`src/sv/rvx_pkg.sv`:
```
// Shared types, codes and decode helpers for the RV64I executor.
package rvx_pkg;

    localparam logic [31:0] HALT_WORD = 32'hfeedfeed;
    localparam int QUEUE_DEPTH = 2;
    localparam int QUEUE_AW    = 1;

    typedef enum logic [2:0] {
        ST_EXECUTED = 3'd0,
        ST_AWAIT    = 3'd1,
        ST_HALTED   = 3'd2,
        ST_ILLEGAL  = 3'd3,
        ST_IGNORED  = 3'd4
    } status_t;

    typedef enum logic [1:0] {
        MEM_NONE  = 2'd0,
        MEM_LOAD  = 2'd1,
        MEM_STORE = 2'd2
    } mem_op_t;

    localparam logic [6:0] OP_LUI    = 7'h37;
    localparam logic [6:0] OP_AUIPC  = 7'h17;
    localparam logic [6:0] OP_JAL    = 7'h6f;
    localparam logic [6:0] OP_JALR   = 7'h67;
    localparam logic [6:0] OP_BRANCH = 7'h63;
    localparam logic [6:0] OP_LOAD   = 7'h03;
    localparam logic [6:0] OP_STORE  = 7'h23;
    localparam logic [6:0] OP_IMM    = 7'h13;
    localparam logic [6:0] OP_IMM32  = 7'h1b;
    localparam logic [6:0] OP_REG    = 7'h33;
    localparam logic [6:0] OP_REG32  = 7'h3b;

    localparam logic [6:0] F7_ZERO = 7'h00;
    localparam logic [6:0] F7_ALT  = 7'h20;
    localparam logic [5:0] H6_SRA  = 6'h10;

    // One queued item, as classified by the front end.
    typedef struct packed {
        logic        kind;
        logic [31:0] word;
        logic [63:0] load_data;
    } item_t;

    typedef struct packed {
        logic [2:0]  status;
        logic [63:0] next_pc;
        logic [1:0]  mem_op;
        logic [1:0]  mem_size;
        logic [63:0] mem_address;
        logic [63:0] store_data;
        logic        rd_write;
        logic [4:0]  rd_index;
        logic [63:0] rd_value;
    } result_t;

    function automatic logic [63:0] sx32(input logic [31:0] v);
        return {{32{v[31]}}, v};
    endfunction

endpackage

```
`src/sv/rvx_front.sv`:
```
// Input stage: accepts items into a short queue ahead of the execute stage.
module rvx_front (
    input  logic          aclk,
    input  logic          aresetn,
    input  logic          s_tvalid,
    output logic          s_tready,
    input  rvx_pkg::item_t in_item,
    output logic          q_valid,
    input  logic          q_take,
    output rvx_pkg::item_t q_item
);
    import rvx_pkg::*;

    item_t                  mem_reg [QUEUE_DEPTH];
    logic [QUEUE_AW-1:0]    wptr_reg, rptr_reg;
    logic [QUEUE_AW:0]      count_reg;
    logic                   push, pop;

    assign s_tready = (count_reg != (QUEUE_AW+1)'(QUEUE_DEPTH));
    assign push     = s_tvalid && s_tready;
    assign pop      = q_take && q_valid;
    assign q_valid  = (count_reg != '0);
    assign q_item   = mem_reg[rptr_reg];

    always_ff @(posedge aclk) begin
        if (push) begin
            mem_reg[wptr_reg] <= in_item;
        end
    end

    always_ff @(posedge aclk) begin
        if (!aresetn) begin
            wptr_reg  <= '0;
            rptr_reg  <= '0;
            count_reg <= '0;
        end else begin
            if (push) wptr_reg <= wptr_reg + 1'b1;
            if (pop)  rptr_reg <= rptr_reg + 1'b1;
            count_reg <= count_reg + (QUEUE_AW+1)'(push) - (QUEUE_AW+1)'(pop);
        end
    end

    assert property (@(posedge aclk) disable iff (!aresetn)
        count_reg <= (QUEUE_AW+1)'(QUEUE_DEPTH)) else $error("queue overflow");
    assert property (@(posedge aclk) disable iff (!aresetn)
        (count_reg == '0) |-> !pop) else $error("pop from empty queue");
    assert property (@(posedge aclk) disable iff (!aresetn)
        (push && !pop) |=> (count_reg == $past(count_reg) + 1'b1))
        else $error("count did not grow on push");
endmodule

```
`config.mk`:
```
export PLATFORM = sky130hd
export DESIGN_NAME = rvx_front
export DESIGN_NICKNAME = d
export VERILOG_FILES = /design/src/sv/rvx_pkg.sv /design/src/sv/rvx_front.sv
export SDC_FILE = /design/constraint.sdc
export NUM_CORES = 1
export LEC_CHECK = 0
export BUFFER_PORTS_ARGS = -buffer_cell sky130_fd_sc_hd__buf_2
export CAP_MARGIN = 40
export CORE_UTILIZATION = 40
export DETAILED_ROUTE_END_ITERATION = 12
export PLACE_DENSITY = 0.66
export SLEW_MARGIN = 20
export SYNTH_ARGS = -nofsm -noshare
export SYNTH_HDL_FRONTEND = slang
export SYNTH_SLANG_ARGS = --single-unit
```
`constraint.sdc`:
```
create_clock -name aclk -period 3 [get_ports aclk]
set_input_delay 0.15 -clock aclk [delete_from_list [all_inputs] [get_ports aclk]]
set_output_delay 0.15 -clock aclk [all_outputs]
set_load 0.02 [all_outputs]
```
==> impl_metrics.json <==
{
  "status": "completed",
  "synth.area.mux_share": 0.165,
  "p_int_mw": 5.43,
  "fin_cells": 882,
  "syn_nets": 433,
  "dr_total_vias": 4064,
  "r2r_cells": 4,
  "stdcell_area_um2": 10200,
  "synth_seq_area_share": 0.803,
  "place_area_um2": 8660,
  "final_common_cell": "buf_2",
  "critical_path_class": "register to output port",
  "cts_buffers": 17,
  "placementRows": 49,
  "antenna_cells": 0,
  "hold_slack_ps": 144,
  "worst_pin_slew_ps": 606,
  "place_congestion": 0.728,
  "yosysWarnings": 0,
  "synthesis.area_um2": 7380,
  "rsz0062_at_grt": "no",
  "final_cell_mix": "buf_2, edfxtp_1, dlygate4sd3_1",
  "synth.avg_cell_area_um2": 22.3,
  "layout-drive-gt1-share": 0.513,
  "grt_pass1_wl_mm": 20.6,
  "die_area_um2": 19000,
  "initial_utilization": 0.409,
  "fill_cells": 1399,
  "ys_top_cells_by_area": "edfxtp_1, mux2_2, mux2_4, dfxtp_1, buf_6",
  "core_area_um2": 18000,
  "hp-class": "input pin to register",
  "postCtsHoldBufs": 98,
  "clk_pin_slew_ps": 70,
  "wl_per_cell_um": 15.5,
  "cp_max_fo": 43,
  "grt_pass1_vias": 4206,
  "ir_worst_vdd_mv": 0.500,
  "drtIter0Drc": 195,
  "swShare": 0.276,
  "clk_latency_ps": 420,
  "max_freq_mhz": 495,
  "p_clk_frac": 0.289,
  "antenna_found_initial": 0,
  "cap_viol_max_count": 0,
  "cp-endpoint": "q_item[85]",
  "setup_viol": 0,
  "track_usage": 0.148,
  "synth_top_family_by_area": "multiplexers",
  "remaining_drc_errors": 0,
  "postRouteAntennaNets": 0,
  "synth_adder_area_share": 0.00170,
  "regToRegStartpoint": "count_reg[0]",
  "synthXorXnorAreaFrac": 0.00119,
  "yosysUniqueCellTypes": 24,
  "arrival_ps": 1870,
  "areaGrowthSynthToFinish_pct": 38.2,
  "ios": 200,
  "dp_hpwl_mm": 8.42,
  "synth-simple-area-share": 0.0100,
  "grt_max_degree": 98,
  "first_pass_iters": 4,
  "yosysTopAreaCell": "edfxtp_1",
  "synth_compound_area_frac": 0.00729,
  "period_minus_slack_ps": 2020,
  "cts_sinks": 199,
  "drv_slew": 0,
  "clock_path_buffers": 2,
  "max_slew_margin": 0.596,
  "p_seq_frac": 0.460,
  "post-cts-setup-buffer-count": 0,
  "synth_seq_cells": 199,
  "r2r_slack_ps": 1230,
  "via_per_inst": 4.61,
  "tns_ps": 0,
  "cts_tree": "done",
  "crit_required_ps": 2850,
  "synth_top_area_frac": 0.789,
  "layout.nets": 742,
  "ctsResizeCount": 0,
  "netSwitchingPower_mw": 2.08,
  "skew_ps": 8.13,
  "io_buffers": 199,
  "wirelength_mm": 13.7,
  "h-tree-depth": 4,
  "critPathLaunchType": "register",
  "finalHoldViolations": 0,
  "dpl.cell_count": 752,
  "final_util": 0.566,
  "p_comb_frac": 0.251,
  "overflow": 0,
  "r2r-end": "mem_reg[0][72]",
  "cts_root_buffer": "clkbuf_16",
  "fin_crit_sh": 0.673,
  "die_y_um": 138,
  "p_leak_nw": 3.88,
  "cp-end-kind": "output port",
  "syn-instance-count": 331,
  "die_w_um": 138,
  "powerDensity_nw_per_um2": 736,
  "largest_reg_flops": 194
}
## cell usage after synthesis
cell type  instances
and2_1             3
xnor2_1            1
mux2i_1            1
ha_1               1
nor2_1             2
and3_1             1
nor2b_1            1
nand2b_1           2
edfxtp_1         194
or2_2              1
mux2_4            30
nand3b_1           1
buf_2              6
a211oi_1           1
inv_1              1
mux2_2            67
dfxtp_1            5
a21boi_0           1
o21ai_0            2
a21bo_2            2
nand3_1            1
buf_6              5
nand2_1            1
a32oi_1            1
## worst min-delay path by stage
stage / slack (ps) / cells past startpoint / startpoint / endpoint
floorplan: 250 / 0 / in_item[0] / mem_reg[0][0]
global placement: 340 / 1 / in_item[12] / mem_reg[0][12]
detailed placement: 340 / 1 / in_item[28] / mem_reg[0][28]
CTS: 120 / 3 / q_take / count_reg[1]
global route: 140 / 3 / q_take / count_reg[1]
finish: 140 / 3 / q_take / count_reg[1]
## layout make-up
cell class | count | area, µm² | area share
timing repair buffer | 301 | 2040 | 0.200
tap | 229 | 287 | 0.0281
inverter | 1 | 7.51 | 0.000736
clock inverter | 14 | 134 | 0.0131
clock buffer | 18 | 429 | 0.0421
multi-input combinational | 120 | 1370 | 0.134
sequential | 199 | 5930 | 0.581
## power by group through the flow
stage,combinational [mW],clock (mW),sequential [mW]
2_1_floorplan,1.29,0,3.50
3_3_place_gp,1.79,0,3.50
3_5_place_dp,1.82,0,3.52
4_1_cts,1.92,2.23,3.46
5_1_grt,2.03,2.35,3.48
6_report,1.89,2.17,3.45
## routing by layer
metal,global-route usage,vias up,part of all wire
li1,-,1932,-
met1,0.165,1986,0.40
met2,0.250,133,0.50
met3,0.0684,13,0.087
met4,0.0507,0,0.0096
met5,0,-,0
## through the flow
| stage | worst slack [ps] | power, mW |
|---|---|---|
| CTS | 937 | 7.61 |
| finish | 981 | 7.51 |
| detailed placement | 1240 | 5.33 |
| global placement | 1310 | 5.29 |
| floorplan | 358 | 4.79 |
| global route | 883 | 7.86 |
## cells by family (layout without fill, tap and decap cells)
kind of cell | Yosys count | after routing
flops | 199 | 199
mux | 98 | 98
simple gates | 13 | 13
buf+inv | 12 | 334
compound gates | 7 | 7
fa+ha+maj | 1 | 1
xor+xnor | 1 | 1
## critical path: stages (launching register included)
cell and delay, ps:
dfxtp_4 350, buf_4 490, mux2_2 410, buf_2 160
No activity file was read; power rests on OpenSTA's default activity.
